<file path="src/design/mep_pkg.sv">
// ----------------------------------------------------------------------------
// mep_pkg
// Shared widths, register indexes and helpers for the escape-time pixel block.
// ----------------------------------------------------------------------------
package mep_pkg;

  localparam int COORD_BITS = 12;
  localparam int ITER_BITS  = 16;
  localparam int FRAC_BITS  = 28;

  localparam int CW      = 32;                 // c and config word width
  localparam int Z_W     = 40;                 // z components
  localparam int MUL_W   = 33;                 // multiplier operand width
  localparam int PROD_W  = 2 * MUL_W;
  localparam int SUM_W   = CW + COORD_BITS + 2; // x_min + col*x_step, exact
  localparam int GRAY_W  = 8;
  localparam int DIV_W   = ITER_BITS + GRAY_W;

  localparam int CFG_IDX_W = 3;
  localparam int IN_W      = ((2 * COORD_BITS + 7) / 8) * 8;         // col, row packed to bytes
  localparam int OUT_W     = ((GRAY_W + ITER_BITS + 1 + 7) / 8) * 8; // gray, iterations, inside

  localparam logic [CFG_IDX_W-1:0] REG_X_MIN    = 3'd0;
  localparam logic [CFG_IDX_W-1:0] REG_X_STEP   = 3'd1;
  localparam logic [CFG_IDX_W-1:0] REG_Y_MIN    = 3'd2;
  localparam logic [CFG_IDX_W-1:0] REG_Y_STEP   = 3'd3;
  localparam logic [CFG_IDX_W-1:0] REG_MAX_ITER = 3'd4;

  localparam logic [GRAY_W-1:0] GRAY_FULL = '1;

  // Clamp the exact coordinate sum into the signed CW-bit range.
  function automatic logic [CW-1:0] sat_coord(input logic [SUM_W-1:0] v);
    logic [SUM_W-CW:0] upper;
    upper = v[SUM_W-1:CW-1];
    if ((&upper) || !(|upper)) begin
      sat_coord = v[CW-1:0];
    end else if (v[SUM_W-1]) begin
      sat_coord = {1'b1, {(CW-1){1'b0}}};
    end else begin
      sat_coord = {1'b0, {(CW-1){1'b1}}};
    end
  endfunction

endpackage

</file>
<file path="src/design/mep_gray_div.sv">
// ----------------------------------------------------------------------------
// mep_gray_div
// Serial restoring divider: gray = floor(255 * iter / limit), iter < limit.
// ----------------------------------------------------------------------------
module mep_gray_div (
  input  logic                           clk_i,
  input  logic                           rst_ni,
  input  logic                           start_i,
  input  logic [mep_pkg::ITER_BITS-1:0]  iter_i,
  input  logic [mep_pkg::ITER_BITS-1:0]  limit_i,
  output logic                           done_o,
  output logic [mep_pkg::GRAY_W-1:0]     gray_o
);
  import mep_pkg::*;

  logic [DIV_W-1:0]  rem_q, den_q;
  logic [GRAY_W-1:0] quot_q;
  logic [2:0]        cnt_q;
  logic              busy_q, done_q;
  logic [DIV_W:0]    diff;
  logic [DIV_W-1:0]  iter_ext;

  assign iter_ext = {{GRAY_W{1'b0}}, iter_i};
  assign diff     = {1'b0, rem_q} - {1'b0, den_q};

  always_ff @(posedge clk_i or negedge rst_ni) begin
    if (!rst_ni) begin
      busy_q <= 1'b0;
      done_q <= 1'b0;
    end else begin
      done_q <= 1'b0;
      if (start_i) begin
        busy_q <= 1'b1;
      end else if (busy_q && cnt_q == 3'd0) begin
        busy_q <= 1'b0;
        done_q <= 1'b1;
      end
    end
  end

  // one quotient bit per cycle, MSB first; quotient fits 8 bits as iter < limit
  always_ff @(posedge clk_i) begin
    if (start_i) begin
      rem_q  <= (iter_ext << GRAY_W) - iter_ext;
      den_q  <= {1'b0, limit_i, {(GRAY_W-1){1'b0}}};
      cnt_q  <= 3'd7;
      quot_q <= '0;
    end else if (busy_q) begin
      quot_q <= {quot_q[GRAY_W-2:0], ~diff[DIV_W]};
      if (!diff[DIV_W]) begin
        rem_q <= diff[DIV_W-1:0];
      end
      den_q <= den_q >> 1;
      cnt_q <= cnt_q - 3'd1;
    end
  end

  assign done_o = done_q;
  assign gray_o = quot_q;

endmodule

</file>
<file path="src/design/mandelbrot_escape_pixel.sv">
// ----------------------------------------------------------------------------
// mandelbrot_escape_pixel
// Escape-time iteration for one pixel, with iteration count and gray level.
// ----------------------------------------------------------------------------
//  channel   dir  handshake                   contents
//  s_axis    in   tvalid/tready               tdata: col[11:0], row[23:12]
//  m_axis    out  tvalid/tready               tdata: gray[7:0], iterations[23:8],
//                                                    inside_res[24]
//  cfg       in   cfg_we_i (no wait)          cfg_idx_i selects, cfg_wdata_i value
//
//  Per pixel: setup of c runs col*x_step and row*y_step through the multiplier,
//  each iteration runs three products through the one 33x33 multiplier plus a
//  check; then follow the gray division and the output load.
//  Pixels that hit the limit skip the division (gray fixed at full scale).
//  One pixel in flight; s_axis_tready is high only in idle. A finished
//  result sits in the output register, so the next pixel may be taken while
//  it waits; a further result waits in the sequencer until m_axis is free.
//  Reset: asynchronous, active low; config registers return to defaults.
// ----------------------------------------------------------------------------
module mandelbrot_escape_pixel (
  input  logic                            clk_i,
  input  logic                            rst_ni,
  // slave: col[11:0], row[23:12]
  input  logic                            s_axis_tvalid,
  output logic                            s_axis_tready,
  input  logic [mep_pkg::IN_W-1:0]        s_axis_tdata,
  // master: gray[7:0], iterations[23:8], inside_res[24], zero pad above
  output logic                            m_axis_tvalid,
  input  logic                            m_axis_tready,
  output logic [mep_pkg::OUT_W-1:0]       m_axis_tdata,
  // configuration
  input  logic                            cfg_we_i,
  input  logic [mep_pkg::CFG_IDX_W-1:0]   cfg_idx_i,
  input  logic [mep_pkg::CW-1:0]          cfg_wdata_i
);
  import mep_pkg::*;

  localparam logic [3:0] ST_IDLE   = 4'd0;
  localparam logic [3:0] ST_MUL_CR = 4'd1;  // col * x_step
  localparam logic [3:0] ST_MUL_CI = 4'd2;  // cr done, row * y_step
  localparam logic [3:0] ST_SAT_CI = 4'd3;  // ci done, z cleared
  localparam logic [3:0] ST_CHECK  = 4'd4;  // limit and component > 2 test, zr*zr
  localparam logic [3:0] ST_SQ_I   = 4'd5;  // sr taken, zi*zi
  localparam logic [3:0] ST_CROSS  = 4'd6;  // si taken, |z|^2 test, 2zr*zi
  localparam logic [3:0] ST_UPD    = 4'd7;  // new z
  localparam logic [3:0] ST_DIV    = 4'd8;  // gray division
  localparam logic [3:0] ST_OUT    = 4'd9;  // wait for output register

  localparam logic signed [Z_W-1:0] TWO_Z  = Z_W'(64'sd1 <<< (FRAC_BITS + 1));
  localparam logic signed [Z_W-1:0] FOUR_Z = Z_W'(64'sd1 <<< (FRAC_BITS + 2));

  // configuration
  logic [CW-1:0]        x_min_q, x_step_q, y_min_q, y_step_q;
  logic [ITER_BITS-1:0] max_iter_q;

  // sequencer and datapath
  logic [3:0]               state_q, state_d;
  logic [COORD_BITS-1:0]    col_q, row_q;
  logic [ITER_BITS-1:0]     limit_q, it_q;
  logic [CW-1:0]            cr_q, ci_q;
  logic signed [Z_W-1:0]    zr_q, zi_q, sr_q, si_q;
  logic                     inside_q;
  logic signed [MUL_W-1:0]  mul_a, mul_b;
  logic signed [PROD_W-1:0] prod_q, prod_shr;
  logic signed [Z_W-1:0]    prod_z, cr_z, ci_z;
  logic [SUM_W-1:0]         sum_x, sum_y;
  logic                     z_big, mag_big, div_start, div_done, out_load;
  logic [GRAY_W-1:0]        div_gray;

  // output register
  logic                     m_valid_q;
  logic [GRAY_W-1:0]        gray_q;
  logic [ITER_BITS-1:0]     iters_q;
  logic                     inside_res_q;

  always_ff @(posedge clk_i or negedge rst_ni) begin
    if (!rst_ni) begin
      x_min_q    <= 32'hD800_0000;   // -2.5
      x_step_q   <= 32'd734577;
      y_min_q    <= 32'hEC00_0000;   // -1.25
      y_step_q   <= 32'd933365;
      max_iter_q <= 16'd1000;
    end else if (cfg_we_i) begin
      case (cfg_idx_i)
        REG_X_MIN:    x_min_q    <= cfg_wdata_i;
        REG_X_STEP:   x_step_q   <= cfg_wdata_i;
        REG_Y_MIN:    y_min_q    <= cfg_wdata_i;
        REG_Y_STEP:   y_step_q   <= cfg_wdata_i;
        REG_MAX_ITER: max_iter_q <= cfg_wdata_i[ITER_BITS-1:0];
        default: ;
      endcase
    end
  end

  // shared multiplier, product registered every cycle
  always_comb begin
    case (state_q)
      ST_MUL_CR: begin
        mul_a = {{(MUL_W-COORD_BITS){1'b0}}, col_q};
        mul_b = {x_step_q[CW-1], x_step_q};
      end
      ST_MUL_CI: begin
        mul_a = {{(MUL_W-COORD_BITS){1'b0}}, row_q};
        mul_b = {y_step_q[CW-1], y_step_q};
      end
      ST_CHECK: begin
        mul_a = zr_q[MUL_W-1:0];
        mul_b = zr_q[MUL_W-1:0];
      end
      ST_SQ_I: begin
        mul_a = zi_q[MUL_W-1:0];
        mul_b = zi_q[MUL_W-1:0];
      end
      default: begin
        mul_a = {zr_q[MUL_W-2:0], 1'b0};   // 2*zr, |zr| <= 2 here
        mul_b = zi_q[MUL_W-1:0];
      end
    endcase
  end

  always_ff @(posedge clk_i) begin
    prod_q <= mul_a * mul_b;
  end

  // floor to FRAC_BITS fraction bits is an arithmetic shift
  assign prod_shr = prod_q >>> FRAC_BITS;
  assign prod_z   = prod_shr[Z_W-1:0];
  assign cr_z     = {{(Z_W-CW){cr_q[CW-1]}}, cr_q};
  assign ci_z     = {{(Z_W-CW){ci_q[CW-1]}}, ci_q};
  assign sum_x    = {{(SUM_W-CW){x_min_q[CW-1]}}, x_min_q} + prod_q[SUM_W-1:0];
  assign sum_y    = {{(SUM_W-CW){y_min_q[CW-1]}}, y_min_q} + prod_q[SUM_W-1:0];

  assign z_big   = (zr_q > TWO_Z) || (zr_q < -TWO_Z) || (zi_q > TWO_Z) || (zi_q < -TWO_Z);
  assign mag_big = (sr_q + prod_z) > FOUR_Z;
  assign out_load = (state_q == ST_OUT) && (!m_valid_q || m_axis_tready);

  always_comb begin
    state_d   = state_q;
    div_start = 1'b0;
    case (state_q)
      ST_IDLE:   if (s_axis_tvalid) state_d = ST_MUL_CR;
      ST_MUL_CR: state_d = ST_MUL_CI;
      ST_MUL_CI: state_d = ST_SAT_CI;
      ST_SAT_CI: state_d = ST_CHECK;
      ST_CHECK: begin
        if (it_q >= limit_q) begin
          state_d = ST_OUT;
        end else if (z_big) begin
          state_d   = ST_DIV;
          div_start = 1'b1;
        end else begin
          state_d = ST_SQ_I;
        end
      end
      ST_SQ_I: state_d = ST_CROSS;
      ST_CROSS: begin
        if (mag_big) begin
          state_d   = ST_DIV;
          div_start = 1'b1;
        end else begin
          state_d = ST_UPD;
        end
      end
      ST_UPD:  state_d = ST_CHECK;
      ST_DIV:  if (div_done) state_d = ST_OUT;
      ST_OUT:  if (out_load) state_d = ST_IDLE;
      default: state_d = ST_IDLE;
    endcase
  end

  always_ff @(posedge clk_i or negedge rst_ni) begin
    if (!rst_ni) begin
      state_q <= ST_IDLE;
    end else begin
      state_q <= state_d;
    end
  end

  always_ff @(posedge clk_i) begin
    case (state_q)
      ST_IDLE: begin
        col_q   <= s_axis_tdata[COORD_BITS-1:0];
        row_q   <= s_axis_tdata[COORD_BITS +: COORD_BITS];
        limit_q <= max_iter_q;
      end
      ST_MUL_CI: cr_q <= sat_coord(sum_x);
      ST_SAT_CI: begin
        ci_q <= sat_coord(sum_y);
        zr_q <= '0;
        zi_q <= '0;
        it_q <= '0;
      end
      ST_CHECK: inside_q <= (it_q >= limit_q);
      ST_SQ_I:  sr_q <= prod_z;
      ST_CROSS: si_q <= prod_z;
      ST_UPD: begin
        zr_q <= sr_q - si_q + cr_z;
        zi_q <= prod_z + ci_z;
        it_q <= it_q + 1'b1;
      end
      default: ;
    endcase
  end

  mep_gray_div u_div (
    .clk_i   (clk_i),
    .rst_ni  (rst_ni),
    .start_i (div_start),
    .iter_i  (it_q),
    .limit_i (limit_q),
    .done_o  (div_done),
    .gray_o  (div_gray)
  );

  // output register
  always_ff @(posedge clk_i or negedge rst_ni) begin
    if (!rst_ni) begin
      m_valid_q <= 1'b0;
    end else if (out_load) begin
      m_valid_q <= 1'b1;
    end else if (m_axis_tready) begin
      m_valid_q <= 1'b0;
    end
  end

  always_ff @(posedge clk_i) begin
    if (out_load) begin
      gray_q       <= inside_q ? GRAY_FULL : div_gray;
      iters_q      <= it_q;
      inside_res_q <= inside_q;
    end
  end

  assign s_axis_tready = (state_q == ST_IDLE);
  assign m_axis_tvalid = m_valid_q;
  assign m_axis_tdata  = {{(OUT_W-GRAY_W-ITER_BITS-1){1'b0}}, inside_res_q, iters_q, gray_q};

  // checks
  a_sq_operand_range: assert property (@(posedge clk_i) disable iff (!rst_ni)
    (state_q == ST_SQ_I) |-> (zr_q <= TWO_Z && zr_q >= -TWO_Z &&
                              zi_q <= TWO_Z && zi_q >= -TWO_Z))
    else $error("squaring operand out of range");

  a_iter_bound: assert property (@(posedge clk_i) disable iff (!rst_ni)
    (state_q == ST_UPD) |-> (it_q < limit_q))
    else $error("iteration past limit");

  a_div_done_state: assert property (@(posedge clk_i) disable iff (!rst_ni)
    div_done |-> (state_q == ST_DIV))
    else $error("divider finished outside division");

  a_inside_gray: assert property (@(posedge clk_i) disable iff (!rst_ni)
    $rose(m_valid_q) && inside_res_q |-> (gray_q == GRAY_FULL && iters_q == limit_q))
    else $error("inside pixel with wrong gray or count");

endmodule

</file>
<file path="config.mk">
export PLATFORM = sky130hd
export DESIGN_NAME = mandelbrot_escape_pixel
export DESIGN_NICKNAME = d
export VERILOG_FILES = /design/src/design/mep_pkg.sv /design/src/design/mep_gray_div.sv /design/src/design/mandelbrot_escape_pixel.sv
export SDC_FILE = /design/constraint.sdc
export NUM_CORES = 2
export LEC_CHECK = 0
export BUFFER_PORTS_ARGS = -buffer_cell sky130_fd_sc_hd__buf_2
export CAP_MARGIN = 15
export CELL_PAD_IN_SITES_DETAIL_PLACEMENT = 1
export CELL_PAD_IN_SITES_GLOBAL_PLACEMENT = 1
export CORE_MARGIN = 1
export CORE_UTILIZATION = 23
export CTS_BUF_LIST = sky130_fd_sc_hd__clkbuf_8 sky130_fd_sc_hd__clkbuf_16
export DETAILED_ROUTE_END_ITERATION = 8
export GPL_ROUTABILITY_DRIVEN = 0
export GPL_TIMING_DRIVEN = 0
export PLACE_DENSITY = 0.39
export REMOVE_ABC_BUFFERS = 1
export SLEW_MARGIN = 20
export SYNTH_ARGS = -nofsm -noshare
export SYNTH_HDL_FRONTEND = slang
export SYNTH_SLANG_ARGS = --single-unit
</file>
<file path="constraint.sdc">
create_clock -name clk_i -period 14.1 [get_ports clk_i]
set_input_delay 2.82 -clock clk_i [delete_from_list [all_inputs] [get_ports clk_i]]
set_output_delay 2.82 -clock clk_i [all_outputs]
set_load 0.02 [all_outputs]
</file>
* Yosys cells after proc, flatten, opt, wreduce, memory -nomap -nowiden
Cells that the tools add are included.
** Storage, ports and cells
- Word-level logic and storage cells :: 125
- Register bits :: 577
** Cells by class
- Reductions and logical operators :: 30
- Multiply operators :: 1
- Mux-type cells :: 31
- Bitwise gates (word level) :: 1
- $lt $le $gt $ge :: 6
- Add/subtract/negate cells :: 10
- Equal/unequal tests :: 17
** Operator list (number)
- $pmux 40 s2 :: 2
- $pmux 33 s4 :: 1
- $mux 32 :: 4
- $pmux 33 s3 :: 1
- $add 46x46->46 :: 2
- $gt 40x31->1 const B :: 2
- $lt 40x30->1 const B :: 2
- $mux 24 :: 3
- $mul 33x33->66 :: 1
- $mux 23 :: 2
- $add 39x32->40 :: 1
- $add 38x32->39 :: 1
- $add 38x38->39 :: 1
- $gt 39x32->1 const B :: 1
- $sub 38x38->39 :: 1
- $pmux 4 s9 :: 1
- $pmux 16 s2 :: 1
- $reduce_and 15->1 :: 2
- $reduce_or 15->1 :: 2
- $sub 24x23->25 :: 1
- $mux 4 :: 6
- $sub 24x16->24 :: 1
- $add 16x1->16 const B :: 1
- $eq 4x3->1 const B :: 4
- 22 further kinds :: 52

* Logic depth before layout (Yosys ltp)
- Depth after elaboration :: 9
- Gate-level depth with buffers :: 40
- Gate-level depth less buffers :: 35

* Hierarchy
From an unflattened synthesis, not the netlist that was laid out.
** Second synthesis, totals
- Cell total of the unflattened synthesis :: 8006
- Area total of the unflattened synthesis :: 74959.4 um2
** By module, submodules not included
- mandelbrot_escape_pixel :: times used 1, sequential area each 14138.6 um2, area an instance 70043.4 um2, cells each 7431
- mep_gray_div :: times used 1, sequential area each 1611.5 um2, area an instance 4916.0 um2, cells each 575

* Worst setup path after synthesis
Ideal clock, no wire load.
- Path kind :: register to register
- Start point :: register state_q[0]
- End point :: register prod_q[64]
- Stages on the path, launching flop included :: 37
- Slack :: 3.809 ns
- Buffers on the path :: 5
- Required time :: 13.982 ns
- Library setup time :: 0.118 ns
- Arrival time :: 10.172 ns
- Cells stage by stage :: dfrtp_1 -> clkbuf_1 -> nand2b_1 -> nor3_1 -> clkbuf_1 -> clkbuf_1 -> buf_1 -> a222oi_1 -> a21oi_1 -> clkbuf_1 -> nand2_1 -> fa_1 -> fa_1 -> inv_1 -> fa_1 -> inv_1 -> fa_1 -> fa_1 -> fa_1 -> inv_1 -> fa_1 -> inv_1 -> fa_1 -> inv_1 -> ha_1 -> and4_1 -> and4_1 -> o311a_1 -> o211ai_1 -> a211oi_1 -> o31ai_1 -> a41oi_1 -> nand2_1 -> o211ai_1 -> and3_1 -> o22ai_1 -> xnor2_1
** On the way
- Cells in the longest elaborated chain, start to end :: 3
** Ends and longest elaborated chain
- from (decl) :: RTL line mandelbrot_escape_pixel.sv:57 : logic [3:0] state_q, state_d;
- from (signal assigned) :: RTL line mandelbrot_escape_pixel.sv:175 : state_q <= state_d;
- $eq 4x3->1 (tied with other cells) :: RTL line mandelbrot_escape_pixel.sv:97 : case (state_q)
- $pmux 33 s4 or $pmux 33 s3 (tied branches) :: RTL line mandelbrot_escape_pixel.sv:97
- $mul 33x33->66 (*) :: RTL line mandelbrot_escape_pixel.sv:122 : prod_q <= mul_a * mul_b;
- to (signal assigned) :: RTL line mandelbrot_escape_pixel.sv:122
- to (decl) :: RTL line mandelbrot_escape_pixel.sv:64 : logic signed [PROD_W-1:0] prod_q, prod_shr;
Every way passes the cells marked *; elsewhere a longest branch is shown, timed or not.
A chain may end at the register's enable or synchronous reset.

* Worst setup path after layout
- Start point :: register state_q[3]
- End point :: register prod_q[65]
Same word-level chain as after synthesis.

==> metrics.cfg <==
[clocking]
clkSinkCount=576
cts_tree=built
cts_max_level=3
cts_root_buf=clkbuf_16
path_clk_slew_ps=60
clkLatencyLatePin_ps=740
cts_resized=0
postCtsHoldBufs=0
post-cts-setup-buffers=0
cts_buffer_depth=3
numCtsBuffers=76

[route]
vias_per_cell=4.65
drc=0
num_vias=56147
post_drt_wl_per_cell_um=26.2
drtAntennaViolNets=0
routed_wl_um=317000
drt_pass1_iterations=9
initialDrtViolationCount=3183

[worst_hold_path]
hold_class=reg -> reg
min_path_cells=0

[placed_design]
hpwl_um=268000
io_buffers=90
postPlaceCellArea_um2=82300

[worst_setup_path]
rr_worst_depth=36
cp-end-kind=flop
crit_fanout=12
cp_slowest_cell=fa_1
required_ps=14730
crit_buf_inv=11
crit_top_cell=fa_1
worstSetupPathDepth=36
worst-setup-path-type=reg -> reg
critPathLaunchType=flop
critPathArrivalTime_ps=13170
critPathMaxStageDelay_ps=980
cp_top_family=adder cells

[global_route]
grt_max_degree=72
grt_busiest_layer=met2
grt_usage_pct=19.7
grt_overflow=0
antenna_found_initial=29
grt_use_met1_pct=25.5
grt_pass1_wl_um=457000
grtUsageMet3_pct=1.72
grt_util_met2_pct=35.3
first_global_vias=62631

[yosys]
synth-edff-count=341
synthTopCellsByArea=fa_1 (32%), edfxtp_1 (14%), ha_1 (8.1%)
synth_top_family_by_area=adder cells
yosysWarnings=0
synth_top_area_share_pct=32.3
ys_async_sr_fraction_pct=26.2
ys_seq_area_share_pct=21.4
yosysMostFrequentCell=inv_1
synth_area_um2=73600
synth-main-ff-cell=edfxtp_1
synthXorXnorAreaFrac_pct=3.33
yosysTopAreaCell=fa_1
yosys-top-cells-count=inv_1 (1384), fa_1 (1188), nor2_1 (835), nand2_1 (810), ha_1 (474)
synth_compound_area_share_pct=9.75
syn_avg_cell_area_um2=9.43
synth_simple_gate_area_share_pct=13.3
syn_inst=7805
synth-seq-cells=576
synth_cell_types=89
synthAdderAreaFrac_pct=40.4
synthMuxAreaShare_pct=2.94

[sta]
setup_viol_count_final=0
timing.hold.ws_ps=439
period_share_pct=88.9
rsz0062_at_grt=false
fin_crit_ps=12540
hold_viol_final=0
finClkSkew_ps=79.6
fin_tns_setup_ps=0
slew_headroom_pct=21.4
finalMaxSlewViolations=0
fmax_ghz=0.0797
worstMarginPinSlew_ps=1160

[die]
num_io_pins=98
die_x_um=568
start_util_pct=23.1
coreArea_um2=318000
dieArea_um2=322000
die_y_um=568
num_rows=207

[run]
drv_cap=0

[layout]
nNetsFinal=9543
final.fill_count=36238
area_growth_pct=15.5
stdcell_area_um2=85000
drive_gt1_share_pct=9.63

[outcome]
status=complete, no violations

## placed cells by master, fill, tap and decap left out, types with 29 or more instances in the layout
cell type,n
a211oi_1,30
a21o_1,144
a21oi_1,285
a222oi_1,33
a31oi_1,31
and2_1,32
and3_1,29
buf_12,45
buf_16,76
buf_2,100
buf_4,34
clkbuf_16,83
dfrtp_1,110
dfstp_2,40
dfxtp_1,84
edfxtp_1,341
fa_1,1187
ha_1,474
inv_1,1399
mux2_2,145
mux2i_1,53
nand2_1,808
nand2b_1,73
nand3_1,97
nand4_1,48
nor2_1,831
nor2b_1,61
nor3_1,69
nor4_1,40
o211ai_1,29
o21a_1,47
o21ai_0,199
o21ai_1,42
o21bai_1,46
xnor2_1,162
xor2_1,116
## final timing paths
kind | start | end | slack [ps]
min | max_iter_q[14] | limit_q[14] | 440
min reg2reg | max_iter_q[14] | limit_q[14] | 440
max reg2reg | state_q[3] | prod_q[65] | 1560
min in group asynchronous | rst_ni | m_axis_tvalid | 1960
max in group asynchronous | rst_ni | x_step_q[19] | 11050
max | state_q[3] | prod_q[65] | 1560
## sequential cells by signal, summed over array words and instances, names as in the netlist, 4 cells and up
register and flops:
col_q 12, si_q 38, x_min_q 32, y_step_q 32
gray_q 8, it_q 16, u_div.gray_o 8, y_min_q 32
zr_q 40, x_step_q 32, limit_q 16, max_iter_q 16
u_div.den_q 23, iters_q 16, zi_q 39, ci_q 32
prod_q 66, u_div.rem_q 24, sr_q 38, state_q 4
row_q 12, cr_q 32
## logic make-up after synthesis
kind of cell / after synthesis
mux: 198
flops: 576
compound gates: 1117
xor+xnor: 280
fa+ha+maj: 1662
other cells: 1
buf+inv: 1730
simple gates: 2241
## layout make-up
type	count	area [µm²]	area share (%)
Inverter	1384	5200	6.11
Clock buffer	88	2150	2.52
Antenna cell	13	32.5	0.0383
Multi-Input combinational cell	5505	52100	61.3
Tap cell	4180	5230	6.15
Sequential cell	576	15800	18.5
Timing Repair Buffer	274	3970	4.67
Clock inverter	54	584	0.687
## through the flow
stage / worst slack (ps) / utilization (%) / instances
after global placement: -15620 / 24.5 / 11735
after detailed placement: 1490 / 25.9 / 11919
after floorplan: -1490 / - / 7465
after global routing: 1090 / 26.7 / 12065
final: 1560 / 26.7 / 12074
after CTS: 1410 / 26.7 / 12061
## per-layer routing
layer	wire (µm)	vias up
li1	-	24994
met5	54	-
met4	6270	8
met1	140000	30027
met2	161000	890
met3	9470	228
## worst register-to-register path: cells and delay by family (launching register included)
family	cells	cell delay (ps)
flip-flops	1	630
AO/OA/AOI/OAI	8	1760
AND/OR/NAND/NOR	7	2180
buffers and inverters	11	2240
XOR/XNOR	1	190
adder cells (fa/ha/maj)	9	5460
Power is not shown: default switching activity piles up to over one toggle a cycle in this logic, so the estimate is an artifact.
